===== src/rtl/gn2d_pkg.sv =====
// Shared constants, types and functions for the 2D gradient noise point evaluator.
// Holds the permutation table, the gradient dot product and the pipeline widths.
// No dependencies.
package gn2d_pkg;

   localparam int FRAC_BITS = 16;
   localparam int COORD_W   = 32;
   localparam int OUT_W     = 18;
   localparam int OUT_FRAC  = 16;
   localparam int OUT_MAX   = 131071;
   localparam int OUT_MIN   = -131072;
   localparam int STAGES    = 7;

   localparam int T_W = FRAC_BITS;
   localparam int P_W = FRAC_BITS + 4;
   localparam int U_W = FRAC_BITS + 1;
   localparam int D_W = FRAC_BITS + 3;
   localparam int L_W = FRAC_BITS + 4;
   localparam int R_W = FRAC_BITS + 5;

   localparam logic [1:0] GRAD_PP = 2'd0;
   localparam logic [1:0] GRAD_NP = 2'd1;
   localparam logic [1:0] GRAD_PN = 2'd2;
   localparam logic [1:0] GRAD_NN = 2'd3;

   typedef logic [STAGES-1:0] stage_en_type;

   typedef struct packed {
      logic signed [D_W-1:0] d00;
      logic signed [D_W-1:0] d01;
      logic signed [D_W-1:0] d10;
      logic signed [D_W-1:0] d11;
   } dots_type;

   localparam logic [7:0] PERM_ROM [256] = '{
      8'd151, 8'd160, 8'd137, 8'd91, 8'd90, 8'd15, 8'd131, 8'd13,
      8'd201, 8'd95, 8'd96, 8'd53, 8'd194, 8'd233, 8'd7, 8'd225,
      8'd140, 8'd36, 8'd103, 8'd30, 8'd69, 8'd142, 8'd8, 8'd99,
      8'd37, 8'd240, 8'd21, 8'd10, 8'd23, 8'd190, 8'd6, 8'd148,
      8'd247, 8'd120, 8'd234, 8'd75, 8'd0, 8'd26, 8'd197, 8'd62,
      8'd94, 8'd252, 8'd219, 8'd203, 8'd117, 8'd35, 8'd11, 8'd32,
      8'd57, 8'd177, 8'd33, 8'd88, 8'd237, 8'd149, 8'd56, 8'd87,
      8'd174, 8'd20, 8'd125, 8'd136, 8'd171, 8'd168, 8'd68, 8'd175,
      8'd74, 8'd165, 8'd71, 8'd134, 8'd139, 8'd48, 8'd27, 8'd166,
      8'd77, 8'd146, 8'd158, 8'd231, 8'd83, 8'd111, 8'd229, 8'd122,
      8'd60, 8'd211, 8'd133, 8'd230, 8'd220, 8'd105, 8'd92, 8'd41,
      8'd55, 8'd46, 8'd245, 8'd40, 8'd244, 8'd102, 8'd143, 8'd54,
      8'd65, 8'd25, 8'd63, 8'd161, 8'd1, 8'd216, 8'd80, 8'd73,
      8'd209, 8'd76, 8'd132, 8'd187, 8'd208, 8'd89, 8'd18, 8'd169,
      8'd200, 8'd196, 8'd135, 8'd130, 8'd116, 8'd188, 8'd159, 8'd86,
      8'd164, 8'd100, 8'd109, 8'd198, 8'd173, 8'd186, 8'd3, 8'd64,
      8'd52, 8'd217, 8'd226, 8'd250, 8'd124, 8'd123, 8'd5, 8'd202,
      8'd38, 8'd147, 8'd118, 8'd126, 8'd255, 8'd82, 8'd85, 8'd212,
      8'd207, 8'd206, 8'd59, 8'd227, 8'd47, 8'd16, 8'd58, 8'd17,
      8'd182, 8'd189, 8'd28, 8'd42, 8'd223, 8'd183, 8'd170, 8'd213,
      8'd119, 8'd248, 8'd152, 8'd2, 8'd44, 8'd154, 8'd163, 8'd70,
      8'd221, 8'd153, 8'd101, 8'd155, 8'd167, 8'd43, 8'd172, 8'd9,
      8'd129, 8'd22, 8'd39, 8'd253, 8'd19, 8'd98, 8'd108, 8'd110,
      8'd79, 8'd113, 8'd224, 8'd232, 8'd178, 8'd185, 8'd112, 8'd104,
      8'd218, 8'd246, 8'd97, 8'd228, 8'd251, 8'd34, 8'd242, 8'd193,
      8'd238, 8'd210, 8'd144, 8'd12, 8'd191, 8'd179, 8'd162, 8'd241,
      8'd81, 8'd51, 8'd145, 8'd235, 8'd249, 8'd14, 8'd239, 8'd107,
      8'd49, 8'd192, 8'd214, 8'd31, 8'd181, 8'd199, 8'd106, 8'd157,
      8'd184, 8'd84, 8'd204, 8'd176, 8'd115, 8'd121, 8'd50, 8'd45,
      8'd127, 8'd4, 8'd150, 8'd254, 8'd138, 8'd236, 8'd205, 8'd93,
      8'd222, 8'd114, 8'd67, 8'd29, 8'd24, 8'd72, 8'd243, 8'd141,
      8'd128, 8'd195, 8'd78, 8'd66, 8'd215, 8'd61, 8'd156, 8'd180
   };

   function automatic logic [7:0] perm_lookup(input logic [7:0] idx);
      return PERM_ROM[idx];
   endfunction

   function automatic logic signed [D_W-1:0] grad_dot(input logic [1:0] hash,
                                                      input logic signed [D_W-1:0] dx,
                                                      input logic signed [D_W-1:0] dy);
      logic signed [D_W-1:0] dot;
      case (hash)
         GRAD_PP: dot = dx + dy;
         GRAD_NP: dot = dy - dx;
         GRAD_PN: dot = dx - dy;
         GRAD_NN: dot = -dx - dy;
         default: dot = dx + dy;
      endcase
      return dot;
   endfunction

endpackage


===== src/rtl/gn2d_fade.sv =====
// Three-stage pipelined fade curve 6t^5 - 15t^4 + 10t^3 on one fraction.
// Depends on gn2d_pkg for widths and the stage enable type.
module gn2d_fade import gn2d_pkg::*; (
   input  logic               clock,
   input  stage_en_type       stage_en,
   input  logic [T_W-1:0]     frac,
   output logic [U_W-1:0]     fade
);

   localparam int W2 = 2 * FRAC_BITS;
   localparam int W4 = 2 * FRAC_BITS + 4;
   localparam int W5 = 2 * FRAC_BITS + 5;
   localparam logic [P_W-1:0] FIFTEEN_ONE = P_W'(15) << FRAC_BITS;
   localparam logic [P_W-1:0] TEN_ONE     = P_W'(10) << FRAC_BITS;
   localparam logic [W2-1:0]  HALF_2      = W2'(1) << (FRAC_BITS - 1);
   localparam logic [W4-1:0]  HALF_4      = W4'(1) << (FRAC_BITS - 1);
   localparam logic [W5-1:0]  HALF_5      = W5'(1) << (FRAC_BITS - 1);
   localparam logic [FRAC_BITS+4:0] ONE_U = (FRAC_BITS + 5)'(1) << FRAC_BITS;

   logic [P_W-1:0]        p_w;
   logic [W4-1:0]         tp_sum;
   logic [W2-1:0]         tt_sum;
   logic [P_W-1:0]        q_ff;
   logic [T_W-1:0]        t2_ff;
   logic [T_W-1:0]        t_ff;
   logic [P_W-1:0]        r_in;
   logic [W2-1:0]         t3_sum;
   logic [P_W-1:0]        r_ff;
   logic [T_W-1:0]        t3_ff;
   logic [W5-1:0]         ur_sum;
   logic [FRAC_BITS+4:0]  u_full;
   logic [U_W-1:0]        fade_in;
   logic [U_W-1:0]        fade_ff;

   always_comb begin
      p_w    = FIFTEEN_ONE - (P_W'({frac, 2'b00}) + P_W'({frac, 1'b0}));
      tp_sum = W4'(frac) * W4'(p_w) + HALF_4;
      tt_sum = W2'(frac) * W2'(frac) + HALF_2;
   end

   always_ff @(posedge clock) begin
      if (stage_en[0]) begin
         q_ff  <= tp_sum[FRAC_BITS+P_W-1:FRAC_BITS];
         t2_ff <= tt_sum[W2-1:FRAC_BITS];
         t_ff  <= frac;
      end
   end

   always_comb begin
      r_in   = TEN_ONE - q_ff;
      t3_sum = W2'(t2_ff) * W2'(t_ff) + HALF_2;
   end

   always_ff @(posedge clock) begin
      if (stage_en[1]) begin
         r_ff  <= r_in;
         t3_ff <= t3_sum[W2-1:FRAC_BITS];
      end
   end

   always_comb begin
      ur_sum  = W5'(t3_ff) * W5'(r_ff) + HALF_5;
      u_full  = ur_sum[W5-1:FRAC_BITS];
      fade_in = (u_full > ONE_U) ? ONE_U[U_W-1:0] : u_full[U_W-1:0];
   end

   always_ff @(posedge clock) begin
      if (stage_en[2]) begin
         fade_ff <= fade_in;
      end
   end

   assign fade = fade_ff;

endmodule


===== config.mk =====
export PLATFORM = sky130hd
export DESIGN_NAME = gn2d_fade
export DESIGN_NICKNAME = d
export VERILOG_FILES = /design/src/rtl/gn2d_pkg.sv /design/src/rtl/gn2d_fade.sv
export SDC_FILE = /design/constraint.sdc
export NUM_CORES = 2
export LEC_CHECK = 0
export ABC_AREA = 1
export ABC_CLOCK_PERIOD_IN_PS = 19650
export BUFFER_PORTS_ARGS = -buffer_cell sky130_fd_sc_hd__buf_2
export CORE_AREA = 3 3 351 353
export DETAILED_ROUTE_END_ITERATION = 8
export DIE_AREA = 0 0 354 356
export PLACE_DENSITY = 0.5
export SLEW_MARGIN = 20
export SYNTH_ARGS = -nofsm -noshare
export SYNTH_HDL_FRONTEND = slang
export SYNTH_SLANG_ARGS = --single-unit

===== constraint.sdc =====
create_clock -name clock -period 19.65 [get_ports clock]
set_input_delay 3.93 -clock clock [delete_from_list [all_inputs] [get_ports clock]]
set_output_delay 3.93 -clock clock [all_outputs]
set_load 0.02 [all_outputs]

==> flow_summary.json <==
{
  "status": "completed",
  "hold_class": "reg -> reg",
  "post-cts-setup-buffers": 0,
  "nets": 6522,
  "critPathCaptureType": "flop",
  "cap_violations": 0,
  "crit_type": "in -> reg",
  "slowest_stage": "clkinv_1",
  "synthArstFlopShare_pct": 0,
  "synth_area_mm2": 0.0421,
  "wirelength_mm": 108,
  "cp.required_ns": 19.79,
  "start_util_pct": 35.0,
  "placedCellCount": 6746,
  "antenna_found_initial": 0,
  "avgViaCountPerCell": 4.62,
  "die-area_mm2": 0.126,
  "num_vias": 31200,
  "fillerInstances": 12800,
  "htree_levels": 3,
  "rrSetupSlack_ns": 12.74,
  "final_cell_mix": "inv_1, nand2_1, fa_1, ha_1, nor2_1",
  "clk_pin_slew_worst_paths_ns": 0.07,
  "arrival_ns": 13.16,
  "die_h_um": 356,
  "io_pins": 41,
  "r2r_cells": 27,
  "final_common_cell": "inv_1",
  "ys_ff_latch": 105,
  "cts_made_buffers": 9,
  "fin_util_pct": 36.7,
  "dr.pass1.iters": 5,
  "start_kind": "primary input",
  "regArea_mm2": 0.00315,
  "finalHoldViolations": 0,
  "cts_buffer_depth": 2,
  "synth_cell_types": 48,
  "cts_root_buf": "clkbuf_16",
  "std_cell_rows": 127,
  "ys.flop_type": "edfxtp_1",
  "cp_max_fo": 30,
  "synthToLayoutAreaGrowth_pct": 4.59,
  "tritoncts": "done",
  "grt_pass1_vias": 34100,
  "cts_hold_buf": 0,
  "r2r_end": "fade[1]",
  "clk_latency_ns": 0.40,
  "finalSetupTns_ns": 0,
  "startpoint": "frac[2]",
  "gp_congestion": 0.853,
  "drive_gt1_share_pct": 2.37,
  "grt_overflow": 0,
  "synth-edff-count": 105,
  "drt_iter0_drc": 1433,
  "syn-num-nets": 6639,
  "syn_avg_cell_area_um2": 8.00,
  "wl_per_cell_um": 16.0,
  "final.period_utilization_pct": 66.2,
  "synthCells": 5262,
  "die_w_um": 354,
  "multi_input_area_mm2": 0.0324,
  "cts_sinks": 105,
  "diodes": 0,
  "ys_warn_count": 0,
  "grt.total_usage_pct": 18.1,
  "synth_area_leaders": "fa_1, ha_1, inv_1",
  "yosys.area.top_type": "fa_1",
  "ys_seq_area_share_pct": 7.49,
  "setup_viol": 0,
  "grt_max_degree": 53,
  "fp.coreArea_mm2": 0.120,
  "rsz0062_at_grt": "no",
  "period_minus_slack_ns": 13.02,
  "tightest_slew_ns": 1.08,
  "slew_viol_final": 0,
  "reg2reg_from": "t3_ff[2]",
  "drc": 0,
  "dp_hpwl_mm": 88.2,
  "cpPeakStageDelay_ns": 0.64,
  "io_buffers": 36,
  "worstSetupEndpoint": "q_ff[15]",
  "relSlewSlack_pct": 27.5,
  "ant_nets": 0,
  "cts_resized": 0,
  "fmax_ghz": 0.0768,
  "instances_no_fill": 6762,
  "fin_skew_ns": 0.0110,
  "netlist.area_leader.share_pct": 40.0,
  "grt_pass1_wl_mm": 182
}
[critical path: cells and delay by family]
kind	cells	cell delay [ns]
buf+inv	8	1.49
simple gates	12	1.91
xor+xnor	1	0.14
fa+ha+maj	9	4.27
compound gates	8	1.34
[Yosys cell counts, types with 2 or more instances]
cell type  count
o21a_1         6
a21boi_0       2
clkbuf_1     173
a21oi_2       10
nand3_2        2
a21oi_1      167
fa_1         841
nand2_1     1192
o221ai_1       3
nand4_1       19
xor2_1        58
nand3b_1       3
nor2_2         2
o21ai_1        5
edfxtp_1     105
ha_1         512
o21ai_0       76
nor2_1       274
a211oi_1       2
or2_2         10
nor4_1         2
nand3_1       94
clkinv_1       8
a21o_1        14
buf_2          4
xnor2_1       32
nor3_1        30
o211ai_1       5
a31oi_1        5
buf_1          6
buf_4          3
a221oi_1       3
and2_1         4
nor2_4         3
inv_1       1551
a31o_2         2
inv_2          3
nand2_2        9
o21bai_1      13
[layer usage]
layer	global-route usage, %	part of all wire, %
met3	1.63	3.3
met1	24.0	46
met5	0	0
met2	31.6	48
met4	5.17	2.7
[worst min-delay path by stage]
| stage | from | to | slack [ns] | cells past startpoint |
|---|---|---|---|---|
| floorplan | q_ff[0] | r_ff[0] | 0.45 | 0 |
| global placement | q_ff[0] | r_ff[0] | 0.48 | 0 |
| detailed placement | q_ff[0] | r_ff[0] | 0.47 | 0 |
| CTS | q_ff[0] | r_ff[0] | 0.49 | 0 |
| global route | q_ff[0] | r_ff[0] | 0.53 | 0 |
| finish | q_ff[0] | r_ff[0] | 0.49 | 0 |
[kinds of logic after synthesis]
kind of cell	synth area share [%]
xor+xnor	1.87
buf+inv	15.7
fa+ha+maj	55.2
compound gates	4.22
simple gates	15.6
flops	7.49
[flip-flops by register name (all words and copies together) (netlist names)]
name / flops
fade: 17
r_ff: 20
t_ff: 16
t3_ff: 16
t2_ff: 16
q_ff: 20
[stage by stage]
stage | cell area, um^2 | setup WS (ns) | hold WS (ns)
finish | 44000 | 6.63 | 0.490
global route | 44000 | 5.90 | 0.534
CTS | 44000 | 6.67 | 0.493
detailed placement | 43700 | 6.26 | 0.474
global placement | 43700 | 6.35 | 0.480
floorplan | 42100 | 8.11 | 0.452
[area by class of cell]
class	instances	area share, %
inverter	1562	13.3
timing repair buffer	59	0.801
tap	1612	4.58
clock buffer	9	0.512
clock inverter	7	0.145
multi-input combinational	3408	73.5
sequential	105	7.16
Power is left out: the tool's default activity adds up to more than one toggle a clock period on the data nets, which glitch-free logic cannot reach.
