## src/rtl/gn2d_pkg.sv

```systemverilog
// Shared constants, types and functions for the 2D gradient noise point evaluator.
// Holds the permutation table, the gradient dot product and the pipeline widths.
// No dependencies.
package gn2d_pkg;

   localparam int FRAC_BITS = 16;
   localparam int COORD_W   = 32;
   localparam int OUT_W     = 18;
   localparam int OUT_FRAC  = 16;
   localparam int OUT_MAX   = 131071;
   localparam int OUT_MIN   = -131072;
   localparam int STAGES    = 7;

   localparam int T_W = FRAC_BITS;
   localparam int P_W = FRAC_BITS + 4;
   localparam int U_W = FRAC_BITS + 1;
   localparam int D_W = FRAC_BITS + 3;
   localparam int L_W = FRAC_BITS + 4;
   localparam int R_W = FRAC_BITS + 5;

   localparam logic [1:0] GRAD_PP = 2'd0;
   localparam logic [1:0] GRAD_NP = 2'd1;
   localparam logic [1:0] GRAD_PN = 2'd2;
   localparam logic [1:0] GRAD_NN = 2'd3;

   typedef logic [STAGES-1:0] stage_en_type;

   typedef struct packed {
      logic signed [D_W-1:0] d00;
      logic signed [D_W-1:0] d01;
      logic signed [D_W-1:0] d10;
      logic signed [D_W-1:0] d11;
   } dots_type;

   localparam logic [7:0] PERM_ROM [256] = '{
      8'd151, 8'd160, 8'd137, 8'd91, 8'd90, 8'd15, 8'd131, 8'd13,
      8'd201, 8'd95, 8'd96, 8'd53, 8'd194, 8'd233, 8'd7, 8'd225,
      8'd140, 8'd36, 8'd103, 8'd30, 8'd69, 8'd142, 8'd8, 8'd99,
      8'd37, 8'd240, 8'd21, 8'd10, 8'd23, 8'd190, 8'd6, 8'd148,
      8'd247, 8'd120, 8'd234, 8'd75, 8'd0, 8'd26, 8'd197, 8'd62,
      8'd94, 8'd252, 8'd219, 8'd203, 8'd117, 8'd35, 8'd11, 8'd32,
      8'd57, 8'd177, 8'd33, 8'd88, 8'd237, 8'd149, 8'd56, 8'd87,
      8'd174, 8'd20, 8'd125, 8'd136, 8'd171, 8'd168, 8'd68, 8'd175,
      8'd74, 8'd165, 8'd71, 8'd134, 8'd139, 8'd48, 8'd27, 8'd166,
      8'd77, 8'd146, 8'd158, 8'd231, 8'd83, 8'd111, 8'd229, 8'd122,
      8'd60, 8'd211, 8'd133, 8'd230, 8'd220, 8'd105, 8'd92, 8'd41,
      8'd55, 8'd46, 8'd245, 8'd40, 8'd244, 8'd102, 8'd143, 8'd54,
      8'd65, 8'd25, 8'd63, 8'd161, 8'd1, 8'd216, 8'd80, 8'd73,
      8'd209, 8'd76, 8'd132, 8'd187, 8'd208, 8'd89, 8'd18, 8'd169,
      8'd200, 8'd196, 8'd135, 8'd130, 8'd116, 8'd188, 8'd159, 8'd86,
      8'd164, 8'd100, 8'd109, 8'd198, 8'd173, 8'd186, 8'd3, 8'd64,
      8'd52, 8'd217, 8'd226, 8'd250, 8'd124, 8'd123, 8'd5, 8'd202,
      8'd38, 8'd147, 8'd118, 8'd126, 8'd255, 8'd82, 8'd85, 8'd212,
      8'd207, 8'd206, 8'd59, 8'd227, 8'd47, 8'd16, 8'd58, 8'd17,
      8'd182, 8'd189, 8'd28, 8'd42, 8'd223, 8'd183, 8'd170, 8'd213,
      8'd119, 8'd248, 8'd152, 8'd2, 8'd44, 8'd154, 8'd163, 8'd70,
      8'd221, 8'd153, 8'd101, 8'd155, 8'd167, 8'd43, 8'd172, 8'd9,
      8'd129, 8'd22, 8'd39, 8'd253, 8'd19, 8'd98, 8'd108, 8'd110,
      8'd79, 8'd113, 8'd224, 8'd232, 8'd178, 8'd185, 8'd112, 8'd104,
      8'd218, 8'd246, 8'd97, 8'd228, 8'd251, 8'd34, 8'd242, 8'd193,
      8'd238, 8'd210, 8'd144, 8'd12, 8'd191, 8'd179, 8'd162, 8'd241,
      8'd81, 8'd51, 8'd145, 8'd235, 8'd249, 8'd14, 8'd239, 8'd107,
      8'd49, 8'd192, 8'd214, 8'd31, 8'd181, 8'd199, 8'd106, 8'd157,
      8'd184, 8'd84, 8'd204, 8'd176, 8'd115, 8'd121, 8'd50, 8'd45,
      8'd127, 8'd4, 8'd150, 8'd254, 8'd138, 8'd236, 8'd205, 8'd93,
      8'd222, 8'd114, 8'd67, 8'd29, 8'd24, 8'd72, 8'd243, 8'd141,
      8'd128, 8'd195, 8'd78, 8'd66, 8'd215, 8'd61, 8'd156, 8'd180
   };

   function automatic logic [7:0] perm_lookup(input logic [7:0] idx);
      return PERM_ROM[idx];
   endfunction

   function automatic logic signed [D_W-1:0] grad_dot(input logic [1:0] hash,
                                                      input logic signed [D_W-1:0] dx,
                                                      input logic signed [D_W-1:0] dy);
      logic signed [D_W-1:0] dot;
      case (hash)
         GRAD_PP: dot = dx + dy;
         GRAD_NP: dot = dy - dx;
         GRAD_PN: dot = dx - dy;
         GRAD_NN: dot = -dx - dy;
         default: dot = dx + dy;
      endcase
      return dot;
   endfunction

endpackage

```

## src/rtl/gn2d_blend.sv

```systemverilog
// Four-stage bilinear blend of the corner dot products and Q1.16 output scaling.
// Depends on gn2d_pkg for widths, output limits and the stage enable type.
module gn2d_blend import gn2d_pkg::*; (
   input  logic                     clock,
   input  stage_en_type             stage_en,
   input  dots_type                 dots,
   input  logic [U_W-1:0]           fade_u,
   input  logic [U_W-1:0]           fade_v,
   output logic signed [OUT_W-1:0]  noise
);

   localparam int E_W = FRAC_BITS + 4;
   localparam int M1_W = 2 * FRAC_BITS + 6;
   localparam int M2_W = 2 * FRAC_BITS + 7;
   localparam int OUT_SHR = (FRAC_BITS > OUT_FRAC) ? FRAC_BITS - OUT_FRAC : 0;
   localparam int OUT_SHL = (FRAC_BITS < OUT_FRAC) ? OUT_FRAC - FRAC_BITS : 0;
   localparam int X_W = R_W + OUT_SHL + 1;
   localparam logic signed [M1_W-1:0] HALF_M1 = M1_W'(1) << (FRAC_BITS - 1);
   localparam logic signed [M2_W-1:0] HALF_M2 = M2_W'(1) << (FRAC_BITS - 1);
   localparam logic signed [X_W-1:0]  RND = (OUT_SHR > 0) ? X_W'(1) << (OUT_SHR - 1) : '0;
   localparam logic signed [X_W-1:0]  SAT_HI = X_W'(OUT_MAX);
   localparam logic signed [X_W-1:0]  SAT_LO = X_W'(OUT_MIN);

   logic signed [E_W-1:0]    diff_a;
   logic signed [E_W-1:0]    diff_b;
   logic signed [M1_W-1:0]   pa_in;
   logic signed [M1_W-1:0]   pb_in;
   logic signed [M1_W-1:0]   pa_ff;
   logic signed [M1_W-1:0]   pb_ff;
   logic signed [D_W-1:0]    a_ff;
   logic signed [D_W-1:0]    b_ff;
   logic [U_W-1:0]           v4_ff;
   logic signed [M1_W-1:0]   a_ext;
   logic signed [M1_W-1:0]   b_ext;
   logic signed [M1_W-1:0]   pa_rnd;
   logic signed [M1_W-1:0]   pb_rnd;
   logic signed [M1_W-1:0]   la_w;
   logic signed [M1_W-1:0]   lb_w;
   logic signed [L_W-1:0]    la_ff;
   logic signed [L_W-1:0]    lb_ff;
   logic [U_W-1:0]           v5_ff;
   logic signed [L_W:0]      dl;
   logic signed [M2_W-1:0]   pr_in;
   logic signed [M2_W-1:0]   pr_ff;
   logic signed [L_W-1:0]    l6_ff;
   logic signed [M2_W-1:0]   l6_ext;
   logic signed [M2_W-1:0]   pr_rnd;
   logic signed [M2_W-1:0]   res_w;
   logic signed [R_W-1:0]    res;
   logic signed [X_W-1:0]    res_ext;
   logic signed [X_W-1:0]    scaled;
   logic signed [X_W-1:0]    conv;
   logic signed [OUT_W-1:0]  noise_in;
   logic signed [OUT_W-1:0]  noise_ff;

   always_comb begin
      diff_a = E_W'(dots.d10) - E_W'(dots.d00);
      diff_b = E_W'(dots.d11) - E_W'(dots.d01);
      pa_in  = $signed({1'b0, fade_u}) * diff_a;
      pb_in  = $signed({1'b0, fade_u}) * diff_b;
   end

   always_ff @(posedge clock) begin
      if (stage_en[3]) begin
         pa_ff <= pa_in;
         pb_ff <= pb_in;
         a_ff  <= dots.d00;
         b_ff  <= dots.d01;
         v4_ff <= fade_v;
      end
   end

   always_comb begin
      a_ext  = M1_W'(a_ff);
      b_ext  = M1_W'(b_ff);
      pa_rnd = (pa_ff + HALF_M1) >>> FRAC_BITS;
      pb_rnd = (pb_ff + HALF_M1) >>> FRAC_BITS;
      la_w   = a_ext + pa_rnd;
      lb_w   = b_ext + pb_rnd;
   end

   always_ff @(posedge clock) begin
      if (stage_en[4]) begin
         la_ff <= la_w[L_W-1:0];
         lb_ff <= lb_w[L_W-1:0];
         v5_ff <= v4_ff;
      end
   end

   always_comb begin
      dl    = (L_W + 1)'(lb_ff) - (L_W + 1)'(la_ff);
      pr_in = $signed({1'b0, v5_ff}) * dl;
   end

   always_ff @(posedge clock) begin
      if (stage_en[5]) begin
         pr_ff <= pr_in;
         l6_ff <= la_ff;
      end
   end

   always_comb begin
      l6_ext  = M2_W'(l6_ff);
      pr_rnd  = (pr_ff + HALF_M2) >>> FRAC_BITS;
      res_w   = l6_ext + pr_rnd;
      res     = res_w[R_W-1:0];
      res_ext = X_W'(res);
      scaled  = (res_ext <<< OUT_SHL) + RND;
      conv    = scaled >>> OUT_SHR;
      if (conv > SAT_HI) begin
         noise_in = SAT_HI[OUT_W-1:0];
      end else if (conv < SAT_LO) begin
         noise_in = SAT_LO[OUT_W-1:0];
      end else begin
         noise_in = conv[OUT_W-1:0];
      end
   end

   always_ff @(posedge clock) begin
      if (stage_en[6]) begin
         noise_ff <= noise_in;
      end
   end

   assign noise = noise_ff;

endmodule

```

## config.mk

```make
export PLATFORM = sky130hd
export DESIGN_NAME = gn2d_blend
export DESIGN_NICKNAME = d
export VERILOG_FILES = /design/src/rtl/gn2d_pkg.sv /design/src/rtl/gn2d_blend.sv
export SDC_FILE = /design/constraint.sdc
export NUM_CORES = 2
export LEC_CHECK = 0
export BUFFER_PORTS_ARGS = -buffer_cell sky130_fd_sc_hd__buf_4
export CORE_AREA = 2 2 318 320
export CTS_BUF_LIST = sky130_fd_sc_hd__clkbuf_4 sky130_fd_sc_hd__clkbuf_8
export DETAILED_ROUTE_END_ITERATION = 10
export DIE_AREA = 0 0 320 322
export GPL_ROUTABILITY_DRIVEN = 0
export PLACE_DENSITY = 0.75
export RECOVER_POWER = 100
export REMOVE_ABC_BUFFERS = 1
export SLEW_MARGIN = 20
export SYNTH_ARGS = -nofsm -noshare
export SYNTH_HDL_FRONTEND = slang
export SYNTH_SLANG_ARGS = --single-unit
export TNS_END_PERCENT = 10
```

## constraint.sdc

```tcl
create_clock -name clock -period 19.69 [get_ports clock]
set_input_delay 1.969 -clock clock [delete_from_list [all_inputs] [get_ports clock]]
set_output_delay 1.969 -clock clock [all_outputs]
set_load 0.03 [all_outputs]
```

==> results.json <==
{
  "status": "finished, violations left",
  "violations": "capacitance limit, slew limit",
  "portBuffers": 132,
  "maxCapViolCount": 5,
  "cpMaxStageDelayCell": "clkbuf_1",
  "cp.required_ps": 20010,
  "start_util_pct": 49.7,
  "clkSinkCount": 214,
  "clock_path_buffers": 3,
  "chipWidth_um": 320,
  "met2_length_um": 59500,
  "ys.flop_type": "edfxtp_1",
  "synth_edf_count": 214,
  "topRoutingLayerUsed": "met4",
  "hold_viol": 0,
  "relSlewSlack_pct": -166,
  "period_minus_slack_ps": 11730,
  "worstPathArrival_ps": 12050,
  "fillCellCount": 8865,
  "drt_iter0_drc": 2292,
  "synth_seq_area_share_pct": 13.0,
  "rsz0062_at_grt": "no",
  "register_area_mm2": 0.00643,
  "gr-total-overflow": 0,
  "async_flop_share_pct": 0,
  "wl_per_cell_um": 18.1,
  "cp_max_fo": 17,
  "vias_per_cell": 5.35,
  "yosys_warnings": 0,
  "tritoncts": "done",
  "multi_input_area_mm2": 0.0375,
  "num_rows": 116,
  "worstHoldPathType": "reg -> reg",
  "cp_common_cell": "fa_1",
  "yosys.area.top_type_share_pct": 40.1,
  "drive_gt1_share_pct": 4.24,
  "setup_violations": 0,
  "start_kind": "primary input",
  "post-cts-setup-buffers": 0,
  "fin_util_pct": 52.5,
  "clk_latency_ps": 600,
  "clockRootBuffer": "clkbuf_8",
  "first_pass_iters": 7,
  "io_pins": 136,
  "clk_pin_slew_ps": 60,
  "track_usage_pct": 24.4,
  "worstSetupEndpointType": "register",
  "ys_seq_elements": 214,
  "whs_ps": 417,
  "first_global_vias": 38684,
  "tns_ps": 0,
  "drt_wl_total_um": 120000,
  "drc": 0,
  "slew_violations": 218,
  "antenna_found_initial": 2,
  "wl_met3_um": 7900,
  "dpl.hpwl_um": 93500,
  "die_h_um": 322,
  "wl_met1_um": 47000,
  "vias": 35418,
  "grt_pass1_wl_um": 199000,
  "critPathMaxStageDelay_ps": 990,
  "die_area_mm2": 0.103,
  "cts_resized": 0,
  "yosysUniqueCellTypes": 80,
  "avgSynthCellArea_um2": 9.38,
  "tightest_slew_ps": 3990,
  "netlist_top_cells_count": "1288 x inv_1, 990 x fa_1, 587 x nand2_1",
  "fmax_mhz": 85.3,
  "grt_max_degree": 71,
  "area_delta_synth_final_pct": 5.79,
  "drt.antenna.violating_nets": 0,
  "synth_most_common_cell": "inv_1",
  "cts_hold_buf": 0,
  "nets": 6792,
  "ctsHtreeMaxLevel": 2,
  "netlist_area_mm2": 0.0494,
  "crit_type": "in -> reg",
  "synth_area_leaders": "fa_1 40%, edfxtp_1 13%, inv_1 9.8%, ha_1 9.6%, and2_1 4.8%",
  "numCtsBuffers": 36,
  "skew_ps": 35.0,
  "coreArea_mm2": 0.0996,
  "fin_crit_sh_pct": 59.6,
  "synth_cells": 5272,
  "post-synth-top-area-cell": "fa_1"
}
-- stage by stage --
stage | instances | setup slack (ps) | cell area [um^2]
after global placement | 6561 | 8690 | 51800
final | 6626 | 7960 | 52300
after CTS | 6622 | 9150 | 52500
after global routing | 6626 | 7560 | 52300
after floorplan | 5076 | 9310 | 48700
after detailed placement | 6561 | 8520 | 51800
-- final timing paths --
kind	startpoint	to	slack [ps]	cells after the start
worst max-delay path	dots[0]	pb_ff[35]$_DFFE_PP_	7960	35
worst min-delay path	v4_ff[1]$_DFFE_PP_	v5_ff[1]$_DFFE_PP_	420	0
worst min register to register	v4_ff[1]$_DFFE_PP_	v5_ff[1]$_DFFE_PP_	420	0
worst max register to register	la_ff[1]$_DFFE_PP_	pr_ff[29]$_DFFE_PP_	9790	34
-- cell type report --
class,count,share of cell area [%]
timing repair buffer,189,2.28
inverter,1288,9.24
clock buffer,40,1.03
clock inverter,21,0.404
tap,1298,3.11
multi-input combinational,3574,71.6
sequential,214,12.3
antenna,2,0.00957
-- cell usage in the layout (no fill, tap or decap), types with 7 or more instances in the layout --
master     count
inv_1       1288
fa_1         990
nand2_1      587
ha_1         381
and2_1       377
edfxtp_1     214
xnor2_1      180
nor2_1       130
buf_4        103
nand3_1       98
a21oi_1       93
nor2b_1       78
nand2b_1      71
o21ai_0       67
clkbuf_1      67
xor2_1        63
and3_1        54
nor3_1        53
o21a_1        46
a21o_1        41
nand4_1       41
clkbuf_8      38
clkbuf_4      19
a211oi_1      18
mux2i_1       14
or3_1         13
o21bai_1      13
maj3_1        10
o31ai_1        9
o311ai_0       9
mux2_2         9
a21boi_0       8
a31oi_1        8
clkinv_1       8
o2111ai_1      7
or2_2          7
and2_0         7
-- sequential cells by signal, indices dropped and copies added, names as in the netlist, 18 cells and up --
register and flops:
noise 18, a_ff 19, la_ff 20, pb_ff 21, lb_ff 20, pa_ff 21, b_ff 19, l6_ff 20
pr_ff 22
-- metal layers --
metal	global-route usage [%]	vias up
li1	-	15954
met1	29.9	17920
met2	43.0	1210
met3	3.26	334
met4	10.6	0
met5	0	-
-- cell families after synthesis --
group           Yosys count  synth area share [%]
simple gates           1534                  15.5
flops                   214                  13.0
compound gates          384                  5.34
xor+xnor                252                  4.46
buf+inv                1484                  11.3
mux                      23                 0.488
fa+ha+maj              1381                  49.9
-- worst max-delay path: cells and delay by family --
family | cells | cell delay, ps
AO/OA/AOI/OAI | 15 | 4180
XOR/XNOR | 2 | 300
adder cells (fa/ha/maj) | 9 | 3930
buffers and inverters | 7 | 1370
AND/OR/NAND/NOR | 2 | 320
Power is left out: the tool's default activity adds up to more than one toggle a clock period on the data nets, which glitch-free logic cannot reach.
